<file path="config.mk">
export PLATFORM = sky130hd
export DESIGN_NAME = binary_threshold_edge_map
export DESIGN_NICKNAME = d
export VERILOG_FILES = /design/src/sv/btem_pkg.sv /design/src/sv/btem_in_reg.sv /design/src/sv/btem_line_buf.sv /design/src/sv/btem_out_queue.sv /design/src/sv/binary_threshold_edge_map.sv
export SDC_FILE = /design/constraint.sdc
export NUM_CORES = 1
export LEC_CHECK = 0
export BUFFER_PORTS_ARGS = -buffer_cell sky130_fd_sc_hd__buf_2
export CELL_PAD_IN_SITES_DETAIL_PLACEMENT = 1
export CELL_PAD_IN_SITES_GLOBAL_PLACEMENT = 1
export CORE_ASPECT_RATIO = 2
export CORE_MARGIN = 4
export CORE_UTILIZATION = 45
export CTS_CLUSTER_SIZE = 14
export DETAILED_ROUTE_END_ITERATION = 10
export PLACE_DENSITY_LB_ADDON = 0.1
export SYNTH_ARGS = -nofsm -noshare
export SYNTH_HDL_FRONTEND = slang
export SYNTH_SLANG_ARGS = --single-unit
</file>
<file path="constraint.sdc">
create_clock -name clk -period 8.86 [get_ports clk]
set_input_delay 0.886 -clock clk [delete_from_list [all_inputs] [get_ports clk]]
set_output_delay 0.886 -clock clk [all_outputs]
set_load 0.02 [all_outputs]
</file>
<file path="src/sv/btem_pkg.sv">
// Shared types and constants for the binary threshold edge map.
`default_nettype none

package btem_pkg;

    localparam int PIX_W   = 8;
    localparam int COORD_W = 7;
    localparam int CFG_W   = 8;
    localparam int CFG_IDX_W = 2;

    // Configuration register indexes
    localparam logic [CFG_IDX_W-1:0] REG_THRESHOLD    = 2'd0;
    localparam logic [CFG_IDX_W-1:0] REG_IMAGE_WIDTH  = 2'd1;
    localparam logic [CFG_IDX_W-1:0] REG_IMAGE_HEIGHT = 2'd2;

    localparam logic [CFG_W-1:0] THRESHOLD_RESET = 8'd128;
    localparam int GEOM_RESET = 120;

    typedef struct packed {
        logic               frame_done;
        logic               last_of_run;
        logic [COORD_W-1:0] out_col;
        logic [COORD_W-1:0] out_row;
        logic               edge_bit;
    } result_t;

endpackage

`default_nettype wire

</file>
<file path="src/sv/btem_in_reg.sv">
// Input register: holds one accepted grey pixel until the processing step takes it.
`default_nettype none

module btem_in_reg (
    input  wire logic                      clk,
    input  wire logic                      rst_n,
    input  wire logic                      s_tvalid,
    output logic                           s_tready,
    input  wire logic [7:0]                s_tdata,   // [7:0] grey_pixel
    input  wire logic                      take,
    output logic                           pix_valid,
    output logic [btem_pkg::PIX_W-1:0]     pix_grey
);

    logic                          valid_reg;
    logic                          valid_next;
    logic [btem_pkg::PIX_W-1:0]    grey_reg;

    assign s_tready  = !valid_reg || take;
    assign pix_valid = valid_reg;
    assign pix_grey  = grey_reg;

    always_comb
    begin
        valid_next = valid_reg;
        if (s_tvalid && s_tready)
        begin
            valid_next = 1'b1;
        end
        else if (take)
        begin
            valid_next = 1'b0;
        end
    end

    always_ff @(posedge clk or negedge rst_n)
    begin
        if (!rst_n)
        begin
            valid_reg <= 1'b0;
        end
        else
        begin
            valid_reg <= valid_next;
        end
    end

    always_ff @(posedge clk)
    begin
        if (s_tvalid && s_tready)
        begin
            grey_reg <= s_tdata;
        end
    end

endmodule

`default_nettype wire

</file>
<file path="src/sv/btem_line_buf.sv">
// One-row line buffer of binary bits, kept as a rotating shift line with fixed read taps.
`default_nettype none

module btem_line_buf #(
    parameter int MAX_WIDTH = 128,
    parameter int IW        = 7
) (
    input  wire logic          clk,
    input  wire logic          rst_n,
    input  wire logic          shift_en,
    input  wire logic [IW-1:0] insert_idx,
    input  wire logic          bit_in,
    output logic               above,
    output logic               above_right
);

    // line_reg[k] holds the bit for column (col + k) mod width of the stored row
    logic [MAX_WIDTH-1:0] line_reg;
    logic [MAX_WIDTH-1:0] line_next;

    assign above       = line_reg[0];
    assign above_right = line_reg[1];

    always_comb
    begin
        for (int i = 0; i < MAX_WIDTH; i++)
        begin
            if (IW'(i) == insert_idx)
            begin
                line_next[i] = bit_in;
            end
            else if (i + 1 < MAX_WIDTH)
            begin
                line_next[i] = line_reg[(i + 1) % MAX_WIDTH];
            end
            else
            begin
                line_next[i] = 1'b0;
            end
        end
    end

    always_ff @(posedge clk or negedge rst_n)
    begin
        if (!rst_n)
        begin
            line_reg <= '0;
        end
        else if (shift_en)
        begin
            line_reg <= line_next;
        end
    end

endmodule

`default_nettype wire

</file>
<file path="src/sv/btem_out_queue.sv">
// Two-entry result queue: takes up to two results a cycle, presents one a cycle.
`default_nettype none

module btem_out_queue (
    input  wire logic              clk,
    input  wire logic              rst_n,
    input  wire logic [1:0]        push_n,
    input  wire btem_pkg::result_t res0,
    input  wire btem_pkg::result_t res1,
    output logic [1:0]             space,
    output logic                   m_tvalid,
    input  wire logic              m_tready,
    output btem_pkg::result_t      head
);

    btem_pkg::result_t slot_reg [2];
    btem_pkg::result_t slot_next [2];
    logic [1:0]        count_reg;
    logic [1:0]        count_next;
    logic              pop;
    logic [1:0]        rem;

    assign m_tvalid = (count_reg != 2'd0);
    assign head     = slot_reg[0];
    assign pop      = m_tvalid && m_tready;
    assign rem      = count_reg - {1'b0, pop};
    assign space    = 2'd2 - rem;

    always_comb
    begin
        slot_next[0] = slot_reg[0];
        slot_next[1] = slot_reg[1];
        case (rem)
            2'd0:
            begin
                slot_next[0] = res0;
                slot_next[1] = res1;
            end
            2'd1:
            begin
                slot_next[0] = pop ? slot_reg[1] : slot_reg[0];
                slot_next[1] = res0;
            end
            default:
            begin
                slot_next[0] = slot_reg[0];
                slot_next[1] = slot_reg[1];
            end
        endcase
        count_next = rem + push_n;
    end

    always_ff @(posedge clk or negedge rst_n)
    begin
        if (!rst_n)
        begin
            count_reg <= 2'd0;
        end
        else
        begin
            count_reg <= count_next;
        end
    end

    always_ff @(posedge clk)
    begin
        slot_reg[0] <= slot_next[0];
        slot_reg[1] <= slot_next[1];
    end

    assert property (@(posedge clk) disable iff (!rst_n) count_reg != 2'd3)
        else $error("result queue count out of range");

    assert property (@(posedge clk) disable iff (!rst_n) push_n <= space)
        else $error("result queue overflow");

endmodule

`default_nettype wire

</file>
<file path="src/sv/binary_threshold_edge_map.sv">
// Top level of the binary threshold edge map: configuration, position counters, edge logic.
// Usage:
//  Input stream s_*: one grey pixel per transaction, frame in row-major order.
//  Output stream m_*: results; tdata carries edge_bit, out_row and out_col, tlast marks
//  the final result caused by one pixel and tuser flags the frame's last pixel.
//  A pixel of row r yields the result for row r-1 at the same column; pixels of the
//  last row yield that result and then their own. The first row yields nothing.
//  Each pixel is registered in the input register and its results in the result queue
//  before they are offered. Throughput: one pixel per cycle while the receiver keeps up;
//  in the last row the output port carries two results per pixel, so each pixel there waits for queue room for both.
//  The input register frees itself whenever the two-entry result queue has room, so
//  a stalled receiver holds up to two results plus one pending pixel before s_tready
//  falls.
//  Configuration writes on cfg_* take effect at once and are meant for idle periods;
//  writing the width or height restarts the frame at row 0, column 0.
//  Reset: threshold 128, width and height 120 (width limited to MAX_WIDTH), line buffer
//  cleared, position at the frame start, no results pending.
`default_nettype none

module binary_threshold_edge_map #(
    parameter int MAX_WIDTH = 128
) (
    input  wire logic       clk,
    input  wire logic       rst_n,
    input  wire logic       cfg_wr_en,
    input  wire logic [1:0] cfg_index,
    input  wire logic [7:0] cfg_data,
    input  wire logic       s_tvalid,
    output logic            s_tready,
    input  wire logic [7:0] s_tdata,   // [7:0] grey_pixel
    output logic            m_tvalid,
    input  wire logic       m_tready,
    output logic [15:0]     m_tdata,   // [0] edge_bit, [7:1] out_row, [14:8] out_col
    output logic            m_tlast,   // last_of_run
    output logic            m_tuser    // frame_done
);

    localparam int IW = (MAX_WIDTH > 2) ? $clog2(MAX_WIDTH) : 1;
    localparam int W_RESET = (btem_pkg::GEOM_RESET > MAX_WIDTH) ? MAX_WIDTH
                                                                : btem_pkg::GEOM_RESET;
    localparam logic [IW-1:0] W_M1_RESET = IW'(W_RESET - 1);
    localparam logic [IW-1:0] W_M1_MAX   = IW'(MAX_WIDTH - 1);
    localparam logic [btem_pkg::COORD_W-1:0] H_M1_RESET =
        btem_pkg::COORD_W'(btem_pkg::GEOM_RESET - 1);

    logic [btem_pkg::CFG_W-1:0]   threshold_reg;
    logic [IW-1:0]                w_m1_reg;
    logic [IW-1:0]                w_m1_next;
    logic [btem_pkg::COORD_W-1:0] h_m1_reg;
    logic [btem_pkg::COORD_W-1:0] h_m1_next;
    logic [IW-1:0]                col_reg;
    logic [IW-1:0]                col_next;
    logic [btem_pkg::COORD_W-1:0] row_reg;
    logic [btem_pkg::COORD_W-1:0] row_next;

    logic                         pix_valid;
    logic [btem_pkg::PIX_W-1:0]   pix_grey;
    logic                         proc_fire;
    logic                         bin_bit;
    logic                         above;
    logic                         above_right;
    logic                         has_above;
    logic                         last_row;
    logic                         last_col;
    logic                         edge_val;
    logic [1:0]                   res_n;
    logic [1:0]                   push_n;
    logic [1:0]                   space;
    logic                         geom_write;
    btem_pkg::result_t            res_above;
    btem_pkg::result_t            res_own;
    btem_pkg::result_t            res0;
    btem_pkg::result_t            head;

    btem_in_reg u_in_reg (
        .clk       (clk),
        .rst_n     (rst_n),
        .s_tvalid  (s_tvalid),
        .s_tready  (s_tready),
        .s_tdata   (s_tdata),
        .take      (proc_fire),
        .pix_valid (pix_valid),
        .pix_grey  (pix_grey)
    );

    btem_line_buf #(
        .MAX_WIDTH (MAX_WIDTH),
        .IW        (IW)
    ) u_line_buf (
        .clk         (clk),
        .rst_n       (rst_n),
        .shift_en    (proc_fire),
        .insert_idx  (w_m1_reg),
        .bit_in      (bin_bit),
        .above       (above),
        .above_right (above_right)
    );

    // Clamp geometry at write time so the datapath sees only legal last indexes
    always_comb
    begin
        if (cfg_data < 8'd2)
        begin
            w_m1_next = IW'(1);
        end
        else if (int'(cfg_data) > MAX_WIDTH)
        begin
            w_m1_next = W_M1_MAX;
        end
        else
        begin
            w_m1_next = IW'(cfg_data - 8'd1);
        end

        if (cfg_data < 8'd2)
        begin
            h_m1_next = btem_pkg::COORD_W'(1);
        end
        else if (cfg_data[7])
        begin
            h_m1_next = {btem_pkg::COORD_W{1'b1}};
        end
        else
        begin
            h_m1_next = btem_pkg::COORD_W'(cfg_data - 8'd1);
        end
    end

    assign geom_write = cfg_wr_en && ((cfg_index == btem_pkg::REG_IMAGE_WIDTH) ||
                                      (cfg_index == btem_pkg::REG_IMAGE_HEIGHT));

    always_ff @(posedge clk or negedge rst_n)
    begin
        if (!rst_n)
        begin
            threshold_reg <= btem_pkg::THRESHOLD_RESET;
            w_m1_reg      <= W_M1_RESET;
            h_m1_reg      <= H_M1_RESET;
        end
        else if (cfg_wr_en)
        begin
            case (cfg_index)
                btem_pkg::REG_THRESHOLD:    threshold_reg <= cfg_data;
                btem_pkg::REG_IMAGE_WIDTH:  w_m1_reg      <= w_m1_next;
                btem_pkg::REG_IMAGE_HEIGHT: h_m1_reg      <= h_m1_next;
                default:                    threshold_reg <= threshold_reg;
            endcase
        end
    end

    // Binarise and form the edge bit against the stored row
    assign bin_bit   = (pix_grey >= threshold_reg);
    assign has_above = (row_reg != '0);
    assign last_row  = (row_reg == h_m1_reg);
    assign last_col  = (col_reg == w_m1_reg);
    assign edge_val  = last_col ? above : ((above ^ bin_bit) | (above ^ above_right));
    assign res_n     = {1'b0, has_above} + {1'b0, last_row};
    assign proc_fire = pix_valid && (res_n <= space);
    assign push_n    = proc_fire ? res_n : 2'd0;

    always_comb
    begin
        res_above.edge_bit    = edge_val;
        res_above.out_row     = row_reg - btem_pkg::COORD_W'(1);
        res_above.out_col     = btem_pkg::COORD_W'(col_reg);
        res_above.last_of_run = !last_row;
        res_above.frame_done  = 1'b0;

        res_own.edge_bit      = bin_bit;
        res_own.out_row       = row_reg;
        res_own.out_col       = btem_pkg::COORD_W'(col_reg);
        res_own.last_of_run   = 1'b1;
        res_own.frame_done    = last_col;

        res0 = has_above ? res_above : res_own;
    end

    // Advance the frame position; a geometry write restarts the frame
    always_comb
    begin
        col_next = col_reg;
        row_next = row_reg;
        if (geom_write)
        begin
            col_next = '0;
            row_next = '0;
        end
        else if (proc_fire)
        begin
            if (last_col)
            begin
                col_next = '0;
                row_next = last_row ? '0 : row_reg + btem_pkg::COORD_W'(1);
            end
            else
            begin
                col_next = col_reg + IW'(1);
            end
        end
    end

    always_ff @(posedge clk or negedge rst_n)
    begin
        if (!rst_n)
        begin
            col_reg <= '0;
            row_reg <= '0;
        end
        else
        begin
            col_reg <= col_next;
            row_reg <= row_next;
        end
    end

    btem_out_queue u_out_queue (
        .clk      (clk),
        .rst_n    (rst_n),
        .push_n   (push_n),
        .res0     (res0),
        .res1     (res_own),
        .space    (space),
        .m_tvalid (m_tvalid),
        .m_tready (m_tready),
        .head     (head)
    );

    assign m_tdata = {1'b0, head.out_col, head.out_row, head.edge_bit};
    assign m_tlast = head.last_of_run;
    assign m_tuser = head.frame_done;

    assert property (@(posedge clk) disable iff (!rst_n) m_tvalid && m_tuser |-> m_tlast)
        else $error("frame end result not marked last of run");

    assert property (@(posedge clk) disable iff (!rst_n)
                     geom_write |=> (col_reg == '0) && (row_reg == '0))
        else $error("geometry write did not restart the frame");

    assert property (@(posedge clk) disable iff (!rst_n)
                     proc_fire && (row_reg == '0) && !last_row |-> push_n == 2'd0)
        else $error("first row pixel produced a result");

    assert property (@(posedge clk) disable iff (!rst_n)
                     col_reg <= w_m1_reg && row_reg <= h_m1_reg)
        else $error("frame position beyond geometry");

endmodule

`default_nettype wire
</file>
==> out/metrics.csv, run 1 <==
stage;metric;value;unit
run_status;outcome;completed;
critical_path;worst-path cell chain;nor4_1 -> and3b_1 -> inv_2 -> ha_1 -> ha_1 -> nor2b_1 -> o21ai_2 -> inv_1 -> nand2_1 -> buf_2;
critical_path;crit-path most repeated cell;ha_1;
finish;fin nets;1186;
routing;first-pass iteration count of the detailed router;4;
critical_path;slowest CP cell;nor4_1;
clock_network;Max H-tree Level;1;
flow_run;Max Cap Viol;0;
min_path;hold crit path type;primary input to asynchronous set/reset pin;
placement;Port Buf Inserts;41;
floorplan;Initial Util;46.0;%
global_route;global-route wire length before repair;46.4;mm
pwr;power share of the combinational group;42.1;%
clock_network;CTS Buf Count;21;
finish;Area growth syn-to-layout;7.92;%
clock_network;Clk Latency, worst-skew pair;520;ps
logic_synthesis;Synth Area per Inst;9.49;um^2
clock_network;Clock Sinks;209;
logic_synthesis;syn nets;1206;
pwr;sequential share of power;37.6;%
clock_network;maximum clock insertion buffer count;3;
timing;Slew HR;16.8;%
critical_path;Buf+Inv Stages, Crit Path;3;
pwr;internal power;2.33;mW
floorplan;chip height;229;um
routing;DRT Wirelength;28.3;mm
timing;crit share post-route;50.5;%
global_route;remaining global-route overflow;0;
logic_synthesis;Yosys warnings;0;
routing;First DRT Iteration DRCs;456;
critical_path;worst r2r path cells;11;
timing;crit path time final;4470;ps
routing;post-DR wirelength/cell;19.6;um
finish;max FFs per register;128;
floorplan;Rows;80;
logic_synthesis;top_reg_cell synth;dfrtp_1;
logic_synthesis;post-synthesis sequential area ratio;49.6;%
floorplan;core area;23900;um^2
global_route;number of global-route vias before repair;8476;
clock_network;Resized cells post-CTS;0;
logic_synthesis;Synth top area share;35.1;%
finish;final instance area;11900;um^2
routing;Via density;5.56;
clock_network;CTS root buffer;clkbuf_16;
critical_path;critical path arrival;3590;ps
pwr;clock power share;20.3;%
timing;RSZ-0062 raised after global routing;false;
timing;Fmax;224;MHz
timing;Fin Setup TNS;0;ps
clock_network;Post-CTS Setup Inserts;0;
logic_synthesis;Netlist cell types;56;
pwr;pwr dens;352;nW/um^2
floorplan;Die Area;27100;um^2
logic_synthesis;instance count of the mapped netlist;1158;
pwr;maximum vdd drop;0.412;mV
finish;layout cells sized above 1;11.8;%
logic_synthesis;Synth area leader;dfrtp_1;
clock_network;Worst-path clk slew;70;ps
routing;post-route DRC violation count;0;
clock_network;# hold bufs at CTS;0;
timing;worst-margin pin slew;1240;ps
global_route;grt met2 use;40.6;%
critical_path;worst endpoint required time;7970;ps
logic_synthesis;mapped cell area;11000;um^2
logic_synthesis;dominant cells by area after synthesis;dfrtp_1 35%, mux2i_1 12%, edfxtp_1 11%;
timing;Final setup viols;0;
critical_path;Setup Crit Path Kind;flip-flop to primary output;
placement;Post-DP HPWL;19.3;mm
critical_path;CP Depth;10;
global_route;grt peak-use layer;met2;
placement;RePlAce Congestion;0.823;
critical_path;reg-to-reg setup timing slack;4430;ps
critical_path;crit start category;flip-flop;
critical_path;endpoint class of the critical path;primary output;
critical_path;Top delay family on crit path;simple AND/OR/NAND/NOR gates;
timing;Final Hold Fails;0;
critical_path;largest fanout on the critical path;9;
pwr;switching power share of the total;44.3;%
timing;Setup Skew;14.0;ps
finish;most frequent cells in the layout;274 x nand2_1, 168 x o21ai_0, 154 x dfrtp_1;
critical_path;worst stage delay on the critical path;550;ps
routing;via count;8003;
logic_synthesis;Yosys reg bits;209;
global_route;initial antenna violation count;0;
pwr;Sw Pwr;1.85;mW
pwr;leakage;5.37;nW
floorplan;Die X-Extent;119;um
clock_network;TritonCTS clock tree;built;
logic_synthesis;EDFF count, synth;42;
routing;Antenna Nets Post-Route;0;
timing;max-slew violations;0;
placement;placed cell area;11200;um^2
floorplan;num ports;43;
global_route;grt met3 use;2.00;%
global_route;largest net degree at the start of global routing;107;
finish;diode count;0;
logic_synthesis;Async SR Flop Fraction;79.9;%
global_route;met1 usage;24.1;%
global_route;All-Layer GR Usage;21.1;%
finish;most common cell after layout, fill and taps aside;nand2_1;
## per-layer routing
metal	vias up	share of wire [%]	wire length (um)
met3	49	2.4	685
met5	-	0	0
met4	0	3.0	840
li1	3866	-	-
met2	100	56	15800
met1	3988	39	11000
## final timing paths
kind / start / end
min in group clk: u_line_buf.line_reg[19]$_DFFE_PN0P_ / u_line_buf.line_reg[19]$_DFFE_PN0P_
hold / removal: rst_n / threshold_reg[4]$_DFFE_PN0P_
setup reg to reg: row_reg[4]$_DFFE_PN0P_ / col_reg[3]$_DFFE_PN0P_
hold reg to reg: u_line_buf.line_reg[19]$_DFFE_PN0P_ / u_line_buf.line_reg[19]$_DFFE_PN0P_
max in group asynchronous: rst_n / u_line_buf.line_reg[49]$_DFFE_PN0P_
setup / recovery: row_reg[4]$_DFFE_PN0P_ / s_tready
## kinds of logic after synthesis
family          after synthesis  share of synthesized area, %
fa+ha+maj                    25                          2.85
mux                         144                          13.3
buf+inv                     123                          5.09
xor+xnor                     28                          2.23
flops                       209                          49.6
other cells                   1                        0.0341
compound gates              214                          10.7
simple gates                414                          16.2
## layout make-up
| class | count | area, um^2 |
|---|---|---|
| multi-input cells | 826 | 5020 |
| clock inverters | 5 | 28.8 |
| well taps | 287 | 359 |
| flip-flops and latches | 209 | 5460 |
| inverters | 28 | 105 |
| fillers | 2739 | 12100 |
| repair buffers | 52 | 294 |
| clock buffers | 33 | 601 |
## synthesized netlist by cell type, drive strengths merged (2+ instances only)
master   count
dfrtp      154
o21ai      172
o2bb2ai      2
edfxtp      42
nor3        16
o31ai        8
and2         8
a21oi       15
or3          4
mux2i      129
a22o         6
nor2        61
buf         41
or2          9
xor2        17
nand4        3
and3b        2
or4          6
nand2b       7
mux2        15
xnor2       11
nand3       11
nor4         5
ha          25
a22oi        3
inv         28
and3         2
dfstp       13
clkbuf      54
nand2      275
## through the flow
stage | total power [mW] | util [%] | hold WS, ps | std cells | setup WS [ps]
4_1_cts | 4.25 | 49.6 | 270 | 1440 | 4340
3_5_place_dp | 3.38 | 47.0 | 470 | 1402 | 4440
6_report | 4.18 | 49.6 | 276 | 1440 | 4390
5_1_grt | 4.52 | 49.6 | 288 | 1440 | 4030
3_3_place_gp | 3.32 | 47.0 | 459 | 1402 | 4500
2_1_floorplan | 2.95 | - | 449 | 1158 | 5380
## power groups by stage
stage | clock network, mW | logic (mW) | registers (mW)
after floorplan | 0 | 1.44 | 1.51
after global placement | 0 | 1.74 | 1.58
after detailed placement | 0 | 1.79 | 1.59
after CTS | 0.876 | 1.80 | 1.58
after global routing | 0.911 | 2.00 | 1.61
final | 0.849 | 1.76 | 1.57
(Power assumes the default switching activity.)
==> run 2: changes to the inputs <==
==> constraint.sdc (replaced) <==
create_clock -name clk -period 4.5 [get_ports clk]
set_input_delay 0.45 -clock clk [delete_from_list [all_inputs] [get_ports clk]]
set_output_delay 0.45 -clock clk [all_outputs]
set_load 0.02 [all_outputs]
==> out/metrics.csv, run 2 (synthesis gave the netlist of run 1 again) <==
stage;metric;value;unit;change
run_status;outcome;completed;;
clock_network;Max H-tree Level;1;;unchanged
clock_network;TritonCTS clock tree;built;;
finish;diode count;0;;unchanged
routing;First DRT Iteration DRCs;369;;-19%
finish;Core Util, Final;49.9;%;+0.26 points
floorplan;Initial Util;46.0;%;unchanged
clock_network;Clock Sinks;209;;unchanged
global_route;initial antenna violation count;0;;unchanged
finish;most common cell after layout, fill and taps aside;nand2_1;;
timing;Fin Hold WS;12.8;ps;-263 ps
finish;multi-input logic area;5010;um^2;-0.20%
clock_network;Resized cells post-CTS;0;;unchanged
min_path;hold crit path type;primary input to asynchronous set/reset pin;;
critical_path;Setup Crit Path Kind;flip-flop to primary output;;
routing;Antenna Nets Post-Route;0;;unchanged
timing;Setup WS post-layout;583;ps;-3800 ps
clock_network;Worst-path clk slew;60;ps;about the same
timing;worst-margin pin slew;1150;ps;-87.3 ps
clock_network;CTS root buffer;clkbuf_16;;
timing;crit share post-route;87.0;%;
global_route;All-Layer GR Usage;20.7;%;-0.38 points
timing;Final setup viols;0;;unchanged
floorplan;Rows;80;;unchanged
global_route;remaining global-route overflow;0;;unchanged
clock_network;# hold bufs at CTS;0;;unchanged
finish;Area growth syn-to-layout;8.49;%;
routing;first-pass iteration count of the detailed router;4;;unchanged
timing;crit path time final;3920;ps;
pwr;maximum vdd drop;0.570;mV;+38%
critical_path;worst endpoint required time;4050;ps;-3920 ps
timing;Fmax;255;MHz;
routing;post-DR wirelength/cell;19.2;um;-2.3%
routing;via count;7920;;-1.0%
floorplan;num ports;43;;unchanged
routing;post-route DRC violation count;0;;unchanged
finish;max FFs per register;128;;unchanged
floorplan;Die X-Extent;119;um;unchanged
timing;Setup Skew;10.6;ps;-3.41 ps
finish;fin nets;1189;;+0.25%
finish;most frequent cells in the layout;274 x nand2_1, 168 x o21ai_0, 154 x dfrtp_1;;
critical_path;largest fanout on the critical path;11;;+2
clock_network;CTS Buf Count;20;;-4.8%
pwr;pwr dens;697;nW/um^2;+98%
clock_network;Clk Latency, worst-skew pair;510;ps;about the same
floorplan;core area;23900;um^2;unchanged
finish;register area;5460;um^2;unchanged
placement;Port Buf Inserts;41;;unchanged
critical_path;reg-to-reg setup timing slack;910;ps;-3520 ps
global_route;global-route wire length before repair;45.4;mm;-2.0%
finish;layout cells sized above 1;11.9;%;+0.15 points
timing;Slew HR;23.0;%;+6.2 points
critical_path;crit start category;flip-flop;;
global_route;largest net degree at the start of global routing;94;;-12%
finish;final instance area;11900;um^2;+0.53%
clock_network;maximum clock insertion buffer count;3;;unchanged
placement;RePlAce Congestion;0.802;;-2.5%
placement;placed cell area;11300;um^2;+0.40%
clock_network;Post-CTS Setup Inserts;0;;unchanged
global_route;number of global-route vias before repair;8541;;+0.77%
timing;Fin Setup TNS;0;ps;unchanged
routing;Via density;5.49;;-1.2%
timing;max-slew violations;0;;unchanged
routing;DRT Wirelength;27.7;mm;-2.2%
placement;pre-CTS setup slack;860;ps;-3580 ps
critical_path;critical path arrival;3470;ps;-120 ps
finish;Filler cells;2736;;-0.11%
floorplan;Die Area;27100;um^2;unchanged
critical_path;endpoint class of the critical path;primary output;;
timing;Final Hold Fails;0;;unchanged
flow_run;Max Cap Viol;0;;unchanged
floorplan;chip height;229;um;unchanged
pwr;leakage;5.40;nW;+0.68%
timing;RSZ-0062 raised after global routing;false;;
placement;Post-DP HPWL;19.5;mm;+1.4%
-- run 2: cell types whose count changed in the layout (fill, tap and decap cells not counted) --
cell	before	now
buf_12	0	2
buf_4	11	13
clkbuf_1	9	6
clkbuf_16	21	22
clkbuf_8	3	4
clkinv_1	0	1
clkinv_2	4	3
inv_6	1	0
nor3_1	10	12
nor3_2	6	4
-- run 2: critical path: stages, from the launching register on --
cell	delay (ps)
dfrtp_1	520
nor4_1	450
and3b_1	470
inv_2	150
ha_1	250
ha_1	310
nor2b_1	150
o21ai_2	310
inv_1	80
nand2_1	120
buf_2	180
-- run 2: path summary, 6_finish.rpt --
path	from	end	cells after the start
min in group clk	s_tdata[6]	u_in_reg.pix_grey[6]$_DFFE_PP_	1
setup reg to reg	row_reg[2]$_DFFE_PN0P_	u_line_buf.line_reg[127]$_DFFE_PN0P_	10
max in group asynchronous	rst_n	u_line_buf.line_reg[73]$_DFFE_PN0P_	2
hold / removal	rst_n	threshold_reg[3]$_DFFE_PN0P_	1
hold reg to reg	u_line_buf.line_reg[52]$_DFFE_PN0P_	u_line_buf.line_reg[52]$_DFFE_PN0P_	2
setup / recovery	row_reg[2]$_DFFE_PN0P_	s_tready	10
-- run 2: area by class of cell --
| cell class | count | share of cell area, % |
|---|---|---|
| Sequential cell | 209 | 45.8 |
| Multi-Input combinational cell | 826 | 42.0 |
| Clock buffer | 32 | 5.27 |
| Tap cell | 287 | 3.01 |
| Timing Repair Buffer | 56 | 2.93 |
| Inverter | 28 | 0.881 |
| Clock inverter | 4 | 0.157 |
-- run 2: report_power, final --
part	leakage [nW]	total (mW)	internal [mW]	switching, mW
clock	0.320	1.67	0.957	0.718
sequential	2.63	3.10	2.73	0.372
combinational	2.45	3.54	1.02	2.52
-- run 2: per-layer routing --
metal  routed length [um]  up-vias  track usage [%]
li1                     -     3869                -
met1                10500     3893             22.7
met2                15400       97             39.9
met3                  599       61             1.95
met4                 1210        0             8.89
met5                    0        -                0
-- run 2: stage by stage --
step                instances  power (mW)
floorplan                1158        5.80
global placement         1406        6.64
detailed placement       1406        6.74
CTS                      1442        8.45
global route             1442        8.99
finish                   1442        8.31
==> run 3: changes to the inputs <==
--- a/config.mk
+++ b/config.mk
@@ -8,7 +8,6 @@
 export BUFFER_PORTS_ARGS = -buffer_cell sky130_fd_sc_hd__buf_2
 export CELL_PAD_IN_SITES_DETAIL_PLACEMENT = 1
 export CELL_PAD_IN_SITES_GLOBAL_PLACEMENT = 1
-export CORE_ASPECT_RATIO = 2
 export CORE_MARGIN = 4
 export CORE_UTILIZATION = 45
 export CTS_CLUSTER_SIZE = 14
==> out/metrics.csv, run 3 (synthesis gave the netlist of run 1 again) <==
stage;metric;value;unit;change
clock_network;# hold bufs at CTS;0;;unchanged
timing;Final setup viols;0;;unchanged
finish;layout cells sized above 1;12.4;%;+0.49 points
finish;most common cell after layout, fill and taps aside;nand2_1;;
pwr;pwr dens;702;nW/um^2;+0.78%
floorplan;num ports;43;;unchanged
timing;Fmax;251;MHz;-1.8%
timing;Setup Skew;10.6;ps;+0.0437 ps
floorplan;Die X-Extent;164;um;+39%
finish;final instance area;12100;um^2;+1.3%
floorplan;chip height;164;um;-28%
routing;met2 WL;11.7;mm;-24%
floorplan;Die Area;27000;um^2;-0.56%
clock_network;TritonCTS clock tree;built;;
floorplan;Initial Util;46.3;%;+0.33 points
routing;met3 routed WL;760;um;+27%
finish;diode count;0;;unchanged
timing;crit path time final;3990;ps;+73.4 ps
routing;post-DR wirelength/cell;17.5;um;-8.8%
timing;max-slew violations;0;;unchanged
routing;met1 wire length;13.1;mm;+25%
finish;max FFs per register;128;;unchanged
routing;first-pass iteration count of the detailed router;4;;unchanged
pwr;leakage;5.46;nW;+1.1%
clock_network;Clk Latency, worst-skew pair;520;ps;about the same
routing;post-route DRC violation count;0;;unchanged
routing;DR top layer;met4;;
global_route;remaining global-route overflow;0;;unchanged
placement;RePlAce Congestion;0.792;;-1.2%
finish;fin nets;1196;;+0.59%
critical_path;endpoint class of the critical path;primary output;;
critical_path;Setup Crit Path Kind;flip-flop to primary output;;
timing;Slew HR;27.8;%;+4.8 points
clock_network;Resized cells post-CTS;0;;unchanged
clock_network;maximum clock insertion buffer count;3;;unchanged
global_route;largest net degree at the start of global routing;129;;+37%
clock_network;CTS Buf Count;25;;+25%
placement;placed cell area;11300;um^2;+0.39%
critical_path;crit start category;flip-flop;;
placement;Port Buf Inserts;41;;unchanged
timing;worst-margin pin slew;1080;ps;-72.9 ps
global_route;initial antenna violation count;0;;unchanged
finish;Filler cells;2691;;-1.6%
clock_network;Worst-path clk slew;60;ps;about the same
routing;Antenna Nets Post-Route;0;;unchanged
timing;Fin Setup TNS;0;ps;unchanged
pwr;maximum vdd drop;0.698;mV;+23%
min_path;hold crit path type;primary input to asynchronous set/reset pin;;
timing;Final Hold Fails;2;;+2
floorplan;Rows;56;;-30%
finish;most frequent cells in the layout;274 x nand2_1, 168 x o21ai_0, 154 x dfrtp_1;;
clock_network;Clock Sinks;209;;unchanged
routing;via count;7909;;-0.14%
timing;crit share post-route;88.7;%;+1.6 points
routing;DRT Wirelength;26.0;mm;-6.1%
floorplan;core area;23800;um^2;-0.71%
flow_run;Max Cap Viol;0;;unchanged
critical_path;slowest CP cell;nor4_1;;
clock_network;CTS root buffer;clkbuf_16;;
placement;Post-DP HPWL;17.1;mm;-13%
critical_path;largest fanout on the critical path;9;;-2
run_status;failing checks;hold timing;;
critical_path;worst stage delay on the critical path;500;ps;-20 ps
routing;First DRT Iteration DRCs;402;;+8.9%
global_route;number of global-route vias before repair;8318;;-2.6%
global_route;All-Layer GR Usage;20.1;%;-0.64 points
clock_network;Post-CTS Setup Inserts;0;;unchanged
global_route;global-route wire length before repair;43.9;mm;-3.5%
finish;Core Util, Final;50.9;%;+1.0 points
critical_path;crit-path most repeated cell;ha_1;;
timing;Fin Hold WS;-6.44;ps;-19.3 ps
clock_network;Max H-tree Level;1;;unchanged
timing;RSZ-0062 raised after global routing;false;;
critical_path;critical path arrival;3540;ps;+70 ps
run_status;outcome;finished, violations left;;
finish;Area growth syn-to-layout;9.94;%;
critical_path;worst endpoint required time;4050;ps;about the same
routing;Via density;5.33;;-3.0%
critical_path;worst-path cell chain;nor4_1 -> and3b_1 -> inv_2 -> ha_1 -> ha_1 -> nor2b_1 -> o21ai_2 -> inv_1 -> nand2_1 -> buf_2;;
[run 3: changes by cell type in the layout (fill, tap and decap cells not counted), sizes merged]
cell,before,now
clkinvlp,0,2
bufinv,0,1
buf,56,58
clkbuf,32,36
clkinv,4,6
[run 3: area by class of cell]
cell class	instances	area (um^2)	share of cell area (%)
flip-flops and latches	209	5460	45.1
multi-input cells	826	5000	41.4
clock buffers	36	687	5.68
well taps	319	399	3.30
repair buffers	58	364	3.01
inverters	28	105	0.870
clock inverters	9	75.1	0.621
[run 3: worst paths after layout]
kind                            slack, ps  cells after the start                                    to                               start
max in group asynchronous            3340                      2               w_m1_reg[4]$_DFFE_PN1P_                               rst_n
worst min-delay path                   -6                      1  u_line_buf.line_reg[109]$_DFFE_PN0P_                               rst_n
worst max-delay path                  510                     10                              s_tready              row_reg[4]$_DFFE_PN0P_
worst max register to register        730                     10                col_reg[3]$_DFFE_PN0P_              row_reg[4]$_DFFE_PN0P_
worst min register to register        480                      2    u_line_buf.line_reg[8]$_DFFE_PN0P_  u_line_buf.line_reg[8]$_DFFE_PN0P_
min in group clk                      110                      1        u_in_reg.pix_grey[4]$_DFFE_PP_                          s_tdata[4]
[run 3: through the flow]
| step | setup WS [ps] | instances | power (mW) |
|---|---|---|---|
| after floorplan | 1210 | 1158 | 5.80 |
| after global placement | 919 | 1440 | 6.58 |
| after detailed placement | 764 | 1440 | 6.68 |
| after CTS | 482 | 1485 | 8.62 |
| after global routing | 197 | 1485 | 9.23 |
| final | 510 | 1485 | 8.49 |
[run 3: worst max-delay path, delay by kind of cell, from the launching register on]
| family | cells | cell delay [ps] |
|---|---|---|
| adders and majority gates | 2 | 550 |
| AOI/OAI and AO/OA | 1 | 290 |
| buffers and inverters | 3 | 440 |
| DFF | 1 | 490 |
| and+or+nand+nor | 4 | 1250 |
[run 3: metal layers]
| layer | up-vias | track usage [%] |
|---|---|---|
| li1 | 3884 | - |
| met1 | 3905 | 30.0 |
| met2 | 93 | 32.0 |
| met3 | 27 | 2.31 |
| met4 | 0 | 3.66 |
| met5 | - | 0 |
[run 3: power by group]
group / internal, mW / switching [mW] / leakage (nW)
Sequential: 2.73 / 0.350 / 2.63
Combinational: 1.01 / 2.50 / 2.46
Clock: 1.12 / 0.783 / 0.371
